==> config.mk <==
export PLATFORM = sky130hd
export DESIGN_NAME = ir_pulse_width_tag_receiver_core
export DESIGN_NICKNAME = d
export VERILOG_FILES = /design/src/irtag_pkg.sv /design/src/ir_pulse_width_tag_receiver_core.sv /design/src/irtag_cfg_regs.sv /design/src/irtag_decoder.sv
export SDC_FILE = /design/constraint.sdc
export NUM_CORES = 1
export LEC_CHECK = 0
export ABC_AREA = 1
export BUFFER_PORTS_ARGS = -buffer_cell sky130_fd_sc_hd__buf_2
export CORE_UTILIZATION = 33
export CTS_CLUSTER_DIAMETER = 30
export DETAILED_ROUTE_END_ITERATION = 7
export PLACE_DENSITY_LB_ADDON = 0.05
export SYNTH_ARGS = -nofsm -noshare
export SYNTH_HDL_FRONTEND = slang
export SYNTH_SLANG_ARGS = --single-unit
export TNS_END_PERCENT = 20
==> constraint.sdc <==
create_clock -name clk_i -period 8.5 [get_ports clk_i]
set_input_delay 1.7 -clock clk_i [delete_from_list [all_inputs] [get_ports clk_i]]
set_output_delay 1.7 -clock clk_i [all_outputs]
set_load 0.005 [all_outputs]
==> src/irtag_pkg.sv <==
// Shared types and constants of the infrared pulse-width tag receiver.
package irtag_pkg;

  // Command codes carried in the request
  typedef enum logic [1:0] {
    CMD_TICK  = 2'd0,
    CMD_LOAD  = 2'd1,
    CMD_CLEAR = 2'd2
  } cmd_e;

  // Configuration register indexes
  localparam logic [2:0] REG_LONG_LO  = 3'd0;
  localparam logic [2:0] REG_LONG_HI  = 3'd1;
  localparam logic [2:0] REG_SHORT_LO = 3'd2;
  localparam logic [2:0] REG_SHORT_HI = 3'd3;
  localparam logic [2:0] REG_BIT_LO   = 3'd4;
  localparam logic [2:0] REG_BIT_HI   = 3'd5;
  localparam logic [2:0] REG_END      = 3'd6;
  localparam logic [2:0] REG_TAGLEN   = 3'd7;

  // Reset values of the configuration registers
  localparam logic [7:0] RST_LONG_LO  = 8'd45;
  localparam logic [7:0] RST_LONG_HI  = 8'd51;
  localparam logic [7:0] RST_SHORT_LO = 8'd21;
  localparam logic [7:0] RST_SHORT_HI = 8'd27;
  localparam logic [7:0] RST_BIT_LO   = 8'd5;
  localparam logic [7:0] RST_BIT_HI   = 8'd19;
  localparam logic [7:0] RST_END      = 8'd64;
  localparam logic [7:0] RST_TAGLEN   = 8'd17;

  // Pulse counts that select the header windows
  localparam logic [7:0] PULSE_LONG_STAGE = 8'd1;
  localparam logic [7:0] PULSE_BIT_STAGE  = 8'd3;

  typedef struct packed {
    logic [7:0] long_gap_low;
    logic [7:0] long_gap_high;
    logic [7:0] short_gap_low;
    logic [7:0] short_gap_high;
    logic [7:0] bit_gap_low;
    logic [7:0] bit_gap_high;
    logic [7:0] end_gap_limit;
    logic [7:0] tag_packet_length;
  } cfg_t;

  typedef struct packed {
    logic [1:0] cmd;
    logic       ir_level;
    logic [7:0] load_count;
  } req_t;

  typedef struct packed {
    logic       inhibit_out;
    logic [7:0] tags_left;
    logic       packet_end;
    logic       tag_seen;
  } res_t;

endpackage

==> src/ir_pulse_width_tag_receiver_core.sv <==
// Top level of the infrared pulse-width tag receiver.
//
// Each request is a tick with a line sample, a load of the tag counter or a
// clear of it, and gives exactly one result. A request is registered in the
// input register on acceptance, then decoded and applied to the receiver
// state as it moves into the output register, stalled while that register
// holds an untaken result. One request per cycle is sustained while results
// are taken, as the state update is a single registered step. The input
// register takes a new request whenever it is empty, or when the request it
// holds moves on to the output register in the same cycle. Configuration
// writes take effect on the next clock and are meant for idle periods.
module ir_pulse_width_tag_receiver_core (
  input  logic       clk_i,
  input  logic       rst_ni,
  input  logic       in_valid_i,
  output logic       in_ready_o,
  input  logic [1:0] cmd_i,
  input  logic       ir_level_i,
  input  logic [7:0] load_count_i,
  output logic       out_valid_o,
  input  logic       out_ready_i,
  output logic       inhibit_out_o,
  output logic [7:0] tags_left_o,
  output logic       packet_end_o,
  output logic       tag_seen_o,
  input  logic       cfg_we_i,
  input  logic [2:0] cfg_index_i,
  input  logic [7:0] cfg_data_i
);
  import irtag_pkg::*;

  cfg_t cfg;
  req_t req_q;
  logic req_valid_q;
  res_t res, res_q;
  logic res_valid_q;
  logic res_load;
  logic in_take;

  irtag_cfg_regs u_cfg (
    .clk_i       (clk_i),
    .rst_ni      (rst_ni),
    .cfg_we_i    (cfg_we_i),
    .cfg_index_i (cfg_index_i),
    .cfg_data_i  (cfg_data_i),
    .cfg_o       (cfg)
  );

  // Handshake: move the request when the output register can take it
  assign res_load   = req_valid_q && (!res_valid_q || out_ready_i);
  assign in_ready_o = !req_valid_q || res_load;
  assign in_take    = in_valid_i && in_ready_o;

  irtag_decoder u_dec (
    .clk_i  (clk_i),
    .rst_ni (rst_ni),
    .step_i (res_load),
    .req_i  (req_q),
    .cfg_i  (cfg),
    .res_o  (res)
  );

  // Hold the accepted request
  always_ff @(posedge clk_i or negedge rst_ni) begin
    if (!rst_ni) begin
      req_valid_q <= 1'b0;
    end else if (in_ready_o) begin
      req_valid_q <= in_valid_i;
    end
  end

  always_ff @(posedge clk_i) begin
    if (in_take) begin
      req_q.cmd        <= cmd_i;
      req_q.ir_level   <= ir_level_i;
      req_q.load_count <= load_count_i;
    end
  end

  // Hold the result until it is taken
  always_ff @(posedge clk_i or negedge rst_ni) begin
    if (!rst_ni) begin
      res_valid_q <= 1'b0;
    end else if (res_load) begin
      res_valid_q <= 1'b1;
    end else if (out_ready_i) begin
      res_valid_q <= 1'b0;
    end
  end

  always_ff @(posedge clk_i) begin
    if (res_load) begin
      res_q <= res;
    end
  end

  assign out_valid_o   = res_valid_q;
  assign inhibit_out_o = res_q.inhibit_out;
  assign tags_left_o   = res_q.tags_left;
  assign packet_end_o  = res_q.packet_end;
  assign tag_seen_o    = res_q.tag_seen;

endmodule

==> src/irtag_cfg_regs.sv <==
// Configuration register file of the tag receiver.
module irtag_cfg_regs (
  input  logic                clk_i,
  input  logic                rst_ni,
  input  logic                cfg_we_i,
  input  logic [2:0]          cfg_index_i,
  input  logic [7:0]          cfg_data_i,
  output irtag_pkg::cfg_t     cfg_o
);
  import irtag_pkg::*;

  cfg_t cfg_q;

  // Write one register per enabled cycle
  always_ff @(posedge clk_i or negedge rst_ni) begin
    if (!rst_ni) begin
      cfg_q.long_gap_low      <= RST_LONG_LO;
      cfg_q.long_gap_high     <= RST_LONG_HI;
      cfg_q.short_gap_low     <= RST_SHORT_LO;
      cfg_q.short_gap_high    <= RST_SHORT_HI;
      cfg_q.bit_gap_low       <= RST_BIT_LO;
      cfg_q.bit_gap_high      <= RST_BIT_HI;
      cfg_q.end_gap_limit     <= RST_END;
      cfg_q.tag_packet_length <= RST_TAGLEN;
    end else if (cfg_we_i) begin
      unique case (cfg_index_i)
        REG_LONG_LO:  cfg_q.long_gap_low      <= cfg_data_i;
        REG_LONG_HI:  cfg_q.long_gap_high     <= cfg_data_i;
        REG_SHORT_LO: cfg_q.short_gap_low     <= cfg_data_i;
        REG_SHORT_HI: cfg_q.short_gap_high    <= cfg_data_i;
        REG_BIT_LO:   cfg_q.bit_gap_low       <= cfg_data_i;
        REG_BIT_HI:   cfg_q.bit_gap_high      <= cfg_data_i;
        REG_END:      cfg_q.end_gap_limit     <= cfg_data_i;
        REG_TAGLEN:   cfg_q.tag_packet_length <= cfg_data_i;
        default:      cfg_q.tag_packet_length <= cfg_q.tag_packet_length;
      endcase
    end
  end

  assign cfg_o = cfg_q;

endmodule

==> src/irtag_decoder.sv <==
// Pulse-width decoder state and per-request update logic.
module irtag_decoder (
  input  logic                clk_i,
  input  logic                rst_ni,
  input  logic                step_i,
  input  irtag_pkg::req_t     req_i,
  input  irtag_pkg::cfg_t     cfg_i,
  output irtag_pkg::res_t     res_o
);
  import irtag_pkg::*;

  logic       prev_level_q, prev_level_d;
  logic [7:0] gap_ticks_q, gap_ticks_d;
  logic [7:0] pulse_count_q, pulse_count_d;
  logic [7:0] loaded_tags_q, loaded_tags_d;
  logic       inhibit_q, inhibit_d;

  logic [7:0] win_lo, win_hi;
  logic       win_ok;
  logic [7:0] gap_inc;
  logic       gap_over;
  logic       tag_match;
  logic [7:0] tags_dec;
  logic       ended, tag;

  // Pick the interval window for the current stage
  always_comb begin
    priority if (pulse_count_q == PULSE_LONG_STAGE) begin
      win_lo = cfg_i.long_gap_low;
      win_hi = cfg_i.long_gap_high;
    end else if (pulse_count_q < PULSE_BIT_STAGE) begin
      win_lo = cfg_i.short_gap_low;
      win_hi = cfg_i.short_gap_high;
    end else begin
      win_lo = cfg_i.bit_gap_low;
      win_hi = cfg_i.bit_gap_high;
    end
  end

  assign win_ok    = (gap_ticks_q > win_lo) && (gap_ticks_q < win_hi);
  assign gap_inc   = gap_ticks_q + 8'd1;
  assign gap_over  = gap_inc > cfg_i.end_gap_limit;
  assign tag_match = pulse_count_q == cfg_i.tag_packet_length;
  assign tags_dec  = (loaded_tags_q != 8'd0) ? loaded_tags_q - 8'd1 : 8'd0;

  // Compute next state for the request
  always_comb begin
    prev_level_d  = prev_level_q;
    gap_ticks_d   = gap_ticks_q;
    pulse_count_d = pulse_count_q;
    loaded_tags_d = loaded_tags_q;
    inhibit_d     = inhibit_q;
    ended         = 1'b0;
    tag           = 1'b0;
    unique case (req_i.cmd)
      CMD_TICK: begin
        prev_level_d = req_i.ir_level;
        if (req_i.ir_level != prev_level_q) begin
          // Edge: check the interval, restart the gap count
          if (win_ok) begin
            pulse_count_d = pulse_count_q + 8'd1;
          end
          gap_ticks_d = 8'd0;
        end else if (gap_over) begin
          // Quiet too long: close the packet
          ended         = 1'b1;
          pulse_count_d = 8'd0;
          gap_ticks_d   = 8'd0;
          if (tag_match) begin
            tag           = 1'b1;
            loaded_tags_d = tags_dec;
            if (tags_dec == 8'd0) begin
              inhibit_d = 1'b0;
            end
          end
        end else begin
          gap_ticks_d = gap_inc;
        end
      end
      CMD_LOAD: begin
        loaded_tags_d = req_i.load_count;
        inhibit_d     = 1'b1;
      end
      CMD_CLEAR: begin
        loaded_tags_d = 8'd0;
        inhibit_d     = 1'b0;
      end
      default: begin
        inhibit_d = inhibit_q;
      end
    endcase
  end

  // Advance state when a request is processed
  always_ff @(posedge clk_i or negedge rst_ni) begin
    if (!rst_ni) begin
      prev_level_q  <= 1'b0;
      gap_ticks_q   <= 8'd0;
      pulse_count_q <= 8'd0;
      loaded_tags_q <= 8'd0;
      inhibit_q     <= 1'b0;
    end else if (step_i) begin
      prev_level_q  <= prev_level_d;
      gap_ticks_q   <= gap_ticks_d;
      pulse_count_q <= pulse_count_d;
      loaded_tags_q <= loaded_tags_d;
      inhibit_q     <= inhibit_d;
    end
  end

  assign res_o.inhibit_out = inhibit_d;
  assign res_o.tags_left   = loaded_tags_d;
  assign res_o.packet_end  = ended;
  assign res_o.tag_seen    = tag;

endmodule

# After elaboration in Yosys (flattened, before gate mapping)
# Cells that the tools add are included.
[word_totals]
ff_bits = 114
in_bits = 27
out_inout_bits = 13
elab_cells = 92
[classes]
n_addsub = 3
magnitude_cmp = 4
n_eq_ne = 13
mux = 23
n_bitwise = 2
reduce_logical = 25
[ops]
columns = ["operator", "count"]
rows = [
  ["2-to-1 mux 8 bit", 13],
  ["one-hot mux 8 bit (3 select lines)", 1],
  ["AND reduction 2 bit", 9],
  ["adder 8 x 1 -> 8 bit (second input constant)", 2],
  ["> comparator 8 bit", 2],
  ["== test 3 bit (second input constant)", 4],
  ["== test 8 x 1 -> 1 bit (second input constant)", 1],
  ["== test 8 bit", 1],
  ["logical NOT 8 bit", 1],
  ["< comparator 8 x 2 -> 1 bit (second input constant)", 1],
  ["< comparator 8 bit", 1],
  ["2-to-1 mux 1 bit", 8],
  ["nonzero test 8 bit", 1],
  ["subtractor 8 x 1 -> 8 bit (second input constant)", 1],
  ["== test 3 x 2 -> 1 bit (second input constant)", 2],
  ["AND reduction 4 bit", 1],
  ["nonzero test 2 bit", 2],
  ["== test 3 x 1 -> 1 bit (second input constant)", 1],
  ["logical AND 1 bit", 3],
  ["logical NOT 3 bit", 1],
  ["one-hot mux 1 bit (3 select lines)", 1],
  ["OR reduction 3 bit", 1],
  ["== test 2 x 1 -> 1 bit (second input constant)", 1],
  ["== test 2 bit (second input constant)", 1],
  ["other kinds (7)", 10],
]

# Depth between registers and ports, before layout
# Gate-level depths: netlist of the first run.
[depth]
ltp_word = 8
ltp_mapped = 20
mapped_depth_nobuf = 20

# By module
# From an unflattened synthesis of the first run, not the netlist that was laid out.
[unflattened]
cells_unflattened = 826
hier_area_um2 = 6468.7
[modules_own_cells]
columns = ["mod", "n_inst", "cells_each", "area_each_um2", "seq_area_each_um2"]
rows = [
  ["irtag_decoder", 1, 497, 3015.4, 650.6],
  ["irtag_cfg_regs", 1, 295, 2697.6, 1630.3],
  ["ir_pulse_width_tag_receiver_core", 1, 34, 755.7, 710.7],
]

# Worst setup path before layout of the first run
# No wires, ideal clock.
[synth_path]
path_type = "input to output"
from = "in out_ready_i"
to = "out in_ready_o"
t_arrival_ps = 1849
required_time_ps = 6800
slack_ps = 4951
cell_stages = 2
path_buffers = 0
path_cell_list = "inv_1 nand3_1"
[synth_via]
elab_chain_cells = 3
[synth_rtl]
columns = ["item", "line", "text"]
rows = [
  ["start: declaration", "ir_pulse_width_tag_receiver_core.sv:21", "input logic out_ready_i,"],
  ["logical OR 1 bit", "ir_pulse_width_tag_receiver_core.sv:50", "assign res_load = req_valid_q && (!res_valid_q || out_ready_i);"],
  ["logical AND 1 bit", "ir_pulse_width_tag_receiver_core.sv:50", ""],
  ["logical OR 1 bit", "ir_pulse_width_tag_receiver_core.sv:51", "assign in_ready_o = !req_valid_q || res_load;"],
  ["end: declaration", "ir_pulse_width_tag_receiver_core.sv:16", "output logic in_ready_o,"],
]
# Every way passes these cells.

# Final worst setup path of the first run
# Same ends and word-level chain as after synthesis.

==> flow_metrics.tcl, run 1 <==
set metrics [dict create \
    status "completed" \
    setup_viol 0 \
    fin_tns_setup_ns 0 \
    ys_top_cells_by_count "217 x nand2_1, 72 x o21ai_0, 69 x dfrtp_1, 61 x inv_1, 50 x nand3_1" \
    cpPeakStageDelay_ns 0.15 \
    io_pins 40 \
    fillCellCount 1817 \
    port-buffer-count 39 \
    fmax_mhz 263 \
    cts_tree "built" \
    yosys.area_share.adder_pct 5.83 \
    seq_power_share_pct 36.6 \
    cts_resized 0 \
    clock_sinks 114 \
    slew_headroom_pct 42.4 \
    gp_congestion 0.848 \
    synth-simple-area-share_pct 25.3 \
    place_hpwl_um 10500 \
    synth_compound_area_share_pct 10.1 \
    cts_buffer_depth 2 \
    synth_top_family_by_area "simple AND/OR/NAND/NOR gates" \
    nets 807 \
    grt_max_degree 53 \
    hold_viol 0 \
    intPower_mw 1.36 \
    hold_depth 2 \
    clk_latency_ns 0.41 \
    antenna_found_initial 0 \
    clk_pin_slew_ns 0.06 \
    synth.most_common_cell "nand2_1" \
    utilization_pct 40.2 \
    ys_types 33 \
    cts-root-buf "clkbuf_16" \
    hold_end "u_cfg.cfg_o[21]$_DFFE_PN0P_" \
    fin_crit_sh_pct 44.8 \
    antenna_left 0 \
    core-area_um2 17500 \
    yosys_warnings 0 \
    p_comb_share_pct 25.5 \
    die_area_um2 18800 \
    area_growth_pct 17.3 \
    viasPerCell 4.88 \
    dr.pass1.iters 5 \
    vdd.ir_drop.worst_mv 0.188 \
    critPathMaxFanout 3 \
    rsz0062_at_grt "false" \
    cp-end-kind "output port" \
    fin_skew_ns 0.00783 \
    cp_cell_sequence "buf_2 -> inv_1 -> nand3_1 -> buf_2" \
    synth_cells 711 \
    fp.dieW_um 137 \
    cts_buffers 17 \
    overflow 0 \
    synthTopCellsByArea "dfrtp_1 29%, nand2_1 14%, edfxtp_1 11%, dfstp_2 10%, o21ai_0 6.0%" \
    worst_slew_pin_slew_ns 0.864 \
    vias 4834 \
    start_util_pct 34.3 \
    die_h_um 137 \
    drive_above_1_share_pct 16.6 \
    grt_pass1_wl_um 24600 \
    worstPathRequired_ns 6.80 \
    switchingPower_mw 0.665 \
    slowest_stage "buf_2" \
    wl_per_cell_um 15.3 \
    p_leak_nw 3.45 \
    synth_mux_area_share_pct 0 \
    cts_setup_buffers 0 \
    synth-edff-count 22 \
    rows 48 \
    diodes 0 \
    hold_path_class "register to register" \
    drc 0 \
    clockPowerShare_pct 37.9 \
    p_per_area_nw_per_um2 288 \
    r2r_start "u_dec.pulse_count_q[0]$_DFFE_PN0P_" \
    reg2reg_slack_ns 5.19 \
    first_global_vias 4516 \
    synthArstFlopShare_pct 80.7 \
    r2r_end "u_dec.pulse_count_q[3]$_DFFE_PN0P_" \
    h-tree-depth 4 \
    post_synth.cell_area_avg_um2 8.45 \
    synth-xor-area-share_pct 3.04 \
    ys_seq_area_share_pct 49.8 \
    drt_iter0_drc 357 \
    synth_fp_nets 766 \
    routed_wl_um 15200 \
    yosysTopAreaCell "dfrtp_1" \
    cap_violations 0 \
    cp_data_arrival_time_ns 2.10 \
    crit_path_frequent_cell "buf_2" \
    ctsHoldBuffers 0 \
    r2r_cells 20 \
    ys.flop_type "dfrtp_1" \
    period_minus_slack_ns 3.80 \
    switching_share_pct 32.8 \
    drv_slew 0 \
    setup.worst_path.class "input pin to output port" \
    synth.top_cell.area_share_pct 28.7 \
    min_from "u_cfg.cfg_o[21]$_DFFE_PN0P_" \
    ys_ff_latch 114 \
    netlist_area_um2 6010 \
    grt_usage_pct 17.8 \
    start_kind "input pin" \
]
-- power by group through the flow --
| stage | sequential (mW) | combinational [mW] | clock (mW) |
|---|---|---|---|
| finish | 0.742 | 0.516 | 0.769 |
| global route | 0.757 | 0.598 | 0.815 |
| CTS | 0.742 | 0.520 | 0.786 |
| detailed placement | 0.750 | 0.518 | 0 |
| global placement | 0.750 | 0.506 | 0 |
| floorplan | 0.731 | 0.381 | 0 |
-- routing by layer --
metal,global-route usage (%),vias up,part of all wire (%)
met2,26.4,89,44
li1,-,2411,-
met5,0,-,0
met3,4.96,13,3.8
met1,25.5,2321,51
met4,4.46,0,0.86
-- cell families (layout without fill, tap and decap cells) --
group	Yosys count	in the layout
and+or+nand+nor	345	345
AOI/OAI and AO/OA	118	118
DFF	114	114
buffers and inverters	86	140
adders and majority gates	28	28
xor gates and xnor gates	20	20
-- how the worst max path moves through the flow --
stage	startpoint	to	slack (ns)
4_1_cts	out_ready_i	in_ready_o	4.70
2_1_floorplan	out_ready_i	in_ready_o	4.95
5_1_grt	out_ready_i	in_ready_o	4.67
3_3_place_gp	out_ready_i	in_ready_o	4.71
6_report	out_ready_i	in_ready_o	4.70
3_5_place_dp	out_ready_i	in_ready_o	4.70
-- cell type report --
class / count / area [µm²] / area share [%]
flip-flops and latches: 114 / 2990 / 42.4
multi-input cells: 511 / 2660 / 37.8
clock buffers: 25 / 559 / 7.93
well taps: 225 / 282 / 3.99
inverters: 66 / 248 / 3.51
repair buffers: 42 / 220 / 3.12
clock inverters: 7 / 87.6 / 1.24
-- worst max-delay path: cells and delay by family --
kind | cells | cell delay (ns)
and+or+nand+nor | 1 | 0.10
buffers and inverters | 3 | 0.31
-- flip-flops by register name, summed over array words and instances, names as in the netlist --
| register | cells |
|---|---|
| tags_left_o | 8 |
| u_dec.loaded_tags_q | 8 |
| req_q | 11 |
| inhibit_out_o | 1 |
| u_dec.inhibit_q | 1 |
| u_dec.pulse_count_q | 8 |
| u_cfg.cfg_o | 64 |
| tag_seen_o | 1 |
| req_valid_q | 1 |
| u_dec.gap_ticks_q | 8 |
| u_dec.prev_level_q | 1 |
| packet_end_o | 1 |
| out_valid_o | 1 |
-- cell usage in the layout, fill, tap and decap left out, types with 2 or more instances in the layout --
master     count
inv_1         61
nand2_1      217
a21oi_1       22
edfxtp_1      22
buf_2         38
o21ai_1       18
nand3_2        7
clkinv_2       4
dfstp_2       23
nor4_1         2
xor2_1        17
xnor2_1        2
inv_2          5
nand3_1       50
nor2_4         3
nor3_1         5
nand4_1        5
nand2_2        3
clkbuf_8       4
nor2_2         6
ha_1          28
nor2_1        41
dfrtp_1       69
clkbuf_16     20
nand2_4        3
o21ai_0       72
o31ai_1        4
bufinv_16      2
buf_4          4
-- through the flow --
step	power (mW)	hold slack [ns]	worst slack, ns	area, µm²	cells
finish	2.03	0.480	4.70	7050	990
global route	2.17	0.513	4.67	7050	990
CTS	2.05	0.484	4.70	7050	990
detailed placement	1.27	0.471	4.70	6400	958
global placement	1.26	0.465	4.71	6400	958
floorplan	1.11	0.448	4.95	6010	711
(Power assumes the default switching activity.)
==> run 2, diff against run 1 <==
Clock period 8.5 ns to 3.3 ns, I/O delays scaled along.
==> run 2 against run 1 <==
  * Worst hold slack worse by 0.26 ns
  * Core utilization up 0.32 points
  * Setup slack worse by 4.3 ns
  * Critical path depth up 16
  * Via count down 1.4%
  * Register-to-register slack worse by 4.8 ns
  * Final area up 0.80%
  * Sequential power rose to 2.6 times the previous value
  * Combinational power rose to 2.6 times the previous value
  * Critical endpoint is now u_dec.pulse_count_q[1]$_DFFE_PN0P_
  * Largest cell class unchanged
  * Largest power group unchanged
  * Highest routed layer unchanged
==> flow_metrics.tcl, run 2 (same netlist as run 1, synthesis figures left out) <==
set metrics [dict create \
    setup.worst_path.class "register to register" \
    grt_pass1_wl_um 25000 \
    cap_violations 0 \
    grt_usage_pct 18.0 \
    diodes 0 \
    switching_share_pct 32.1 \
    vdd.ir_drop.worst_mv 0.412 \
    reg2reg_slack_ns 0.35 \
    overflow 0 \
    start_kind "register" \
    critPathMaxFanout 16 \
    vias 4766 \
    drv_slew 0 \
    fin_crit_sh_pct 89.3 \
    antenna_left 0 \
    cts_tree "built" \
    intPower_mw 3.55 \
    core-area_um2 17500 \
    area_growth_pct 18.3 \
    wl_per_cell_um 15.3 \
    cts-root-buf "clkbuf_16" \
    fin_skew_ns 0.00949 \
    first_global_vias 4616 \
    rsz0062_at_grt "false" \
    fin_tns_setup_ns 0 \
    p_comb_share_pct 25.5 \
    clockPowerShare_pct 38.0 \
    setup_viol 0 \
    cts_buffer_depth 2 \
    status "completed" \
    hold_path_class "input pin to asynchronous set/reset pin" \
    largest_reg_flops 64 \
    drt_iter0_drc 307 \
    port-buffer-count 39 \
    layout_common_cells "217 x nand2_1, 72 x o21ai_0, 69 x dfrtp_1" \
    slew_headroom_pct 41.7 \
    rows 48 \
    worst_slew_pin_slew_ns 0.874 \
    place_hpwl_um 10800 \
    stdcell_count 995 \
    p_leak_nw 3.49 \
    viasPerCell 4.79 \
    fp.dieW_um 137 \
    dr.pass1.iters 5 \
    routed_wl_um 15200 \
    cts_setup_buffers 0 \
    worstPathRequired_ns 3.61 \
    layout_commonest_cell "nand2_1" \
    clk_latency_ns 0.42 \
    fmax_mhz 339 \
    hold_viol 0 \
    drc 0 \
    fillCellCount 1784 \
    drive_above_1_share_pct 17.1 \
    clock_sinks 114 \
    cp-end-kind "register" \
    io_pins 40 \
    die_h_um 137 \
    cp_data_arrival_time_ns 3.25 \
    die_area_um2 18800 \
    cts_buffers 17 \
    nets 812 \
    gp_congestion 0.871 \
    seq_power_share_pct 36.5 \
    p_per_area_nw_per_um2 736 \
    post-place-cells 963 \
    antenna_found_initial 1 \
    h-tree-depth 4 \
    start_util_pct 34.3 \
    period_minus_slack_ns 2.95 \
    switchingPower_mw 1.68 \
    grt_max_degree 58 \
    clk_pin_slew_ns 0.06 \
]
## run 2: worst paths after layout
kind / from / endpoint / cells past startpoint
worst max-delay path: u_dec.pulse_count_q[1]$_DFFE_PN0P_ / u_dec.pulse_count_q[1]$_DFFE_PN0P_ / 20
worst min-delay path: rst_ni / u_cfg.cfg_o[10]$_DFFE_PN0P_ / 1
worst max register to register: u_dec.pulse_count_q[1]$_DFFE_PN0P_ / u_dec.pulse_count_q[1]$_DFFE_PN0P_ / 20
worst min register to register: u_cfg.cfg_o[11]$_DFFE_PN0P_ / u_cfg.cfg_o[11]$_DFFE_PN0P_ / 2
max in group asynchronous: rst_ni / u_cfg.cfg_o[4]$_DFFE_PN1P_ / 2
min in group clk_i: load_count_i[6] / req_q[6]$_DFFE_PP_ / 1
## run 2: power by group through the flow
stage / registers (mW) / clock network, mW / logic [mW]
2_1_floorplan: 1.88 / 0 / 0.982
3_3_place_gp: 1.93 / 0 / 1.32
3_5_place_dp: 1.93 / 0 / 1.34
4_1_cts: 1.91 / 2.02 / 1.35
5_1_grt: 1.94 / 2.09 / 1.58
6_report: 1.91 / 1.99 / 1.33
## run 2: worst max-delay path, cell delays in order, from the launching register on
cell and delay, ns:
dfrtp_1 0.43, ha_1 0.23, nor2_1 0.13, nand2_1 0.09, nor2_2 0.16, buf_12 0.15
inv_2 0.11, nand2_1 0.08, nand3_1 0.06, o21ai_1 0.10, ha_1 0.26, a21oi_1 0.14
nor2_1 0.05, nor2_1 0.08, nand2_1 0.05, a211oi_1 0.24, nand2_2 0.11, nand2_4 0.13
nand2_4 0.10, nand2_1 0.08, nand2_1 0.05
## run 2: cell type report
type	count	area, µm²	share of cell area [%]
well taps	225	282	3.96
clock buffers	22	485	6.83
flip-flops and latches	114	2990	42.1
multi-input cells	511	2670	37.5
repair buffers	47	283	3.98
clock inverters	10	153	2.15
inverters	66	248	3.49
## run 2: what timing repair did
item,in CTS,in global routing
resized for setup,0,1
endpoints found under the setup margin,0,8
hold buffers,0,0
## run 2: per-stage QoR
step / instance area (µm²) / power, mW / util (%) / setup WS (ns) / hold WS [ns]
CTS: 7110 / 5.28 / 40.5 / 0.293 / 0.244
global placement: 6470 / 3.25 / 36.9 / 0.328 / 0.464
floorplan: 6010 / 2.86 / - / 0.444 / 0.364
finish: 7110 / 5.23 / 40.5 / 0.354 / 0.218
detailed placement: 6470 / 3.27 / 36.9 / 0.309 / 0.474
global route: 7110 / 5.61 / 40.5 / 0.0176 / 0.261
## run 2: metal layers
metal / part of all wire (%) / global-route usage, % / up-vias
met5: 0 / 0 / -
met4: 2.3 / 7.33 / 0
met3: 3.6 / 3.22 / 27
met2: 43 / 26.2 / 94
met1: 51 / 26.0 / 2223
li1: - / - / 2422
==> run 3, diff against run 2 <==
Settings changed: REMOVE_ABC_BUFFERS from default to 1.
==> run 3 against run 2 <==
  * Worst hold slack gained 0.17 ns
  * Maximum frequency down 1.3%
  * Sequential share of layout area shrank 0.17 points
  * First-iteration DRC count fell by 5.2%
  * Sequential power hardly changed
  * Power up 2.5%
  * Highest routed layer unchanged
==> flow_metrics.tcl, run 3 (same netlist as run 1, synthesis figures left out) <==
set metrics [dict create \
    ctsHoldBuffers 0 \
    placed_area_um2 6430 \
    regArea_um2 2990 \
    first_global_vias 4521 \
    worstPathRequired_ns 3.46 \
    cts-root-buf "clkbuf_16" \
    core-area_um2 17500 \
    multi_input_area_um2 2670 \
    start_kind "register" \
    cts_buffer_depth 2 \
    period_minus_slack_ns 2.98 \
    drive_above_1_share_pct 17.3 \
    post-place-cells 962 \
    rows 48 \
    setup.worst_path.class "register to register" \
    antenna_found_initial 0 \
    layout_common_cells "217 x nand2_1, 72 x o21ai_0, 68 x dfrtp_1" \
    clk_latency_ns 0.42 \
    stdcell_area_um2 7140 \
    h-tree-depth 4 \
    status "completed" \
    worst_slack_ns 0.316 \
    hold_viol 0 \
    hold_ws_ns 0.392 \
    drv_slew 0 \
    reg2reg_slack_ns 0.32 \
    drt_iter0_drc 291 \
    clock_sinks 114 \
    io_pins 40 \
    routed_wl_um 15300 \
    area_growth_pct 18.8 \
    r2r_start "u_dec.gap_ticks_q[1]$_DFFE_PN0P_" \
    fin_tns_setup_ns 0 \
    stdcell_count 996 \
    fin_crit_sh_pct 90.4 \
    fin_skew_ns 0.0105 \
    fp.dieW_um 137 \
    viasPerCell 4.78 \
    antenna_left 0 \
    drc 0 \
    port-buffer-count 39 \
    p_per_area_nw_per_um2 751 \
    worst_slew_pin_slew_ns 1.07 \
    die_area_um2 18800 \
    hold_path_class "input pin to asynchronous set/reset pin" \
    vdd.ir_drop.worst_mv 0.399 \
    r2r_cells 14 \
    dr.pass1.iters 5 \
    setup_viol 0 \
    die_h_um 137 \
    cts_buffers 17 \
    grt_usage_pct 17.6 \
    grt_pass1_wl_um 24500 \
    nets 813 \
    critPathMaxFanout 8 \
    p_leak_nw 3.50 \
    cp-end-kind "register" \
    vias 4758 \
    clk_pin_slew_ns 0.06 \
    r2r_end "tags_left_o[0]$_DFFE_PP_" \
    gp_congestion 0.843 \
    start_util_pct 34.3 \
    layout_commonest_cell "nand2_1" \
    grt_max_degree 80 \
    wl_per_cell_um 15.3 \
    slew_headroom_pct 28.6 \
    place_hpwl_um 10700 \
    cap_violations 0 \
    fmax_mhz 335 \
    cts_tree "built" \
    cp_data_arrival_time_ns 3.14 \
    diodes 0 \
    overflow 0 \
    post-place-ws_ns 0.249 \
    fillCellCount 1814 \
    largest_reg_flops 64 \
]
-- run 3: cell count changes in the layout (fill, tap and decap cells not counted), sizes merged --
cell,delta
clkinvlp,-1
clkinv,+1
buf,+1
bufinv,+2
clkbuf,-2
-- run 3: through the flow --
| stage | total power [mW] | util [%] |
|---|---|---|
| global placement | 3.24 | 36.7 |
| CTS | 5.40 | 40.5 |
| detailed placement | 3.26 | 36.7 |
| floorplan | 2.85 | - |
| finish | 5.36 | 40.7 |
| global route | 5.70 | 40.7 |
-- run 3: per-layer routing --
layer	vias up	GRT usage [%]	routed length (µm)
met5	-	0	0
met4	0	5.68	136
met3	12	3.48	397
met2	69	26.5	6890
met1	2256	25.1	7850
li1	2421	-	-
-- run 3: how the worst max path moves through the flow --
stage                                             startpoint                                 end  cells past startpoint
final                       u_dec.gap_ticks_q[1]$_DFFE_PN0P_            tags_left_o[0]$_DFFE_PP_                     14
after global routing      u_dec.pulse_count_q[0]$_DFFE_PN0P_  u_dec.pulse_count_q[3]$_DFFE_PN0P_                     19
after CTS                 u_dec.pulse_count_q[0]$_DFFE_PN0P_  u_dec.pulse_count_q[2]$_DFFE_PN0P_                     18
after detailed placement  u_dec.pulse_count_q[0]$_DFFE_PN0P_  u_dec.pulse_count_q[4]$_DFFE_PN0P_                     18
after global placement      u_dec.gap_ticks_q[3]$_DFFE_PN0P_            tags_left_o[0]$_DFFE_PP_                     16
after floorplan           u_dec.pulse_count_q[0]$_DFFE_PN0P_  u_dec.pulse_count_q[3]$_DFFE_PN0P_                     19
-- run 3: cell type report --
cell class,count,share of cell area [%]
sequential,114,41.9
multi-input combinational,511,37.4
clock buffer,20,6.55
tap,225,3.94
timing repair buffer,48,3.77
inverter,66,3.51
clock inverter,12,2.89
-- run 3: what timing repair did --
action | in CTS | in global routing
resized for setup | 0 | 5
buffers inserted | 0 | 2
setup endpoints to repair | 0 | 14
-- run 3: worst max-delay path: stages, from the launching register on --
cell      delay (ns)
dfrtp_1         0.53
ha_1            0.28
nand4_1         0.13
xor2_1          0.22
inv_1           0.07
ha_1            0.27
nand2_1         0.06
nor2_1          0.16
nand2_1         0.07
nand2_1         0.06
nand2_1         0.18
nor2_4          0.30
nand2_4         0.13
o21ai_1         0.17
o21bai_2        0.09
-- run 3: where the power goes --
part	total, mW	internal, mW	switching (mW)
registers	1.90	1.73	0.173
logic	1.34	0.472	0.864
clock network	2.12	1.47	0.651
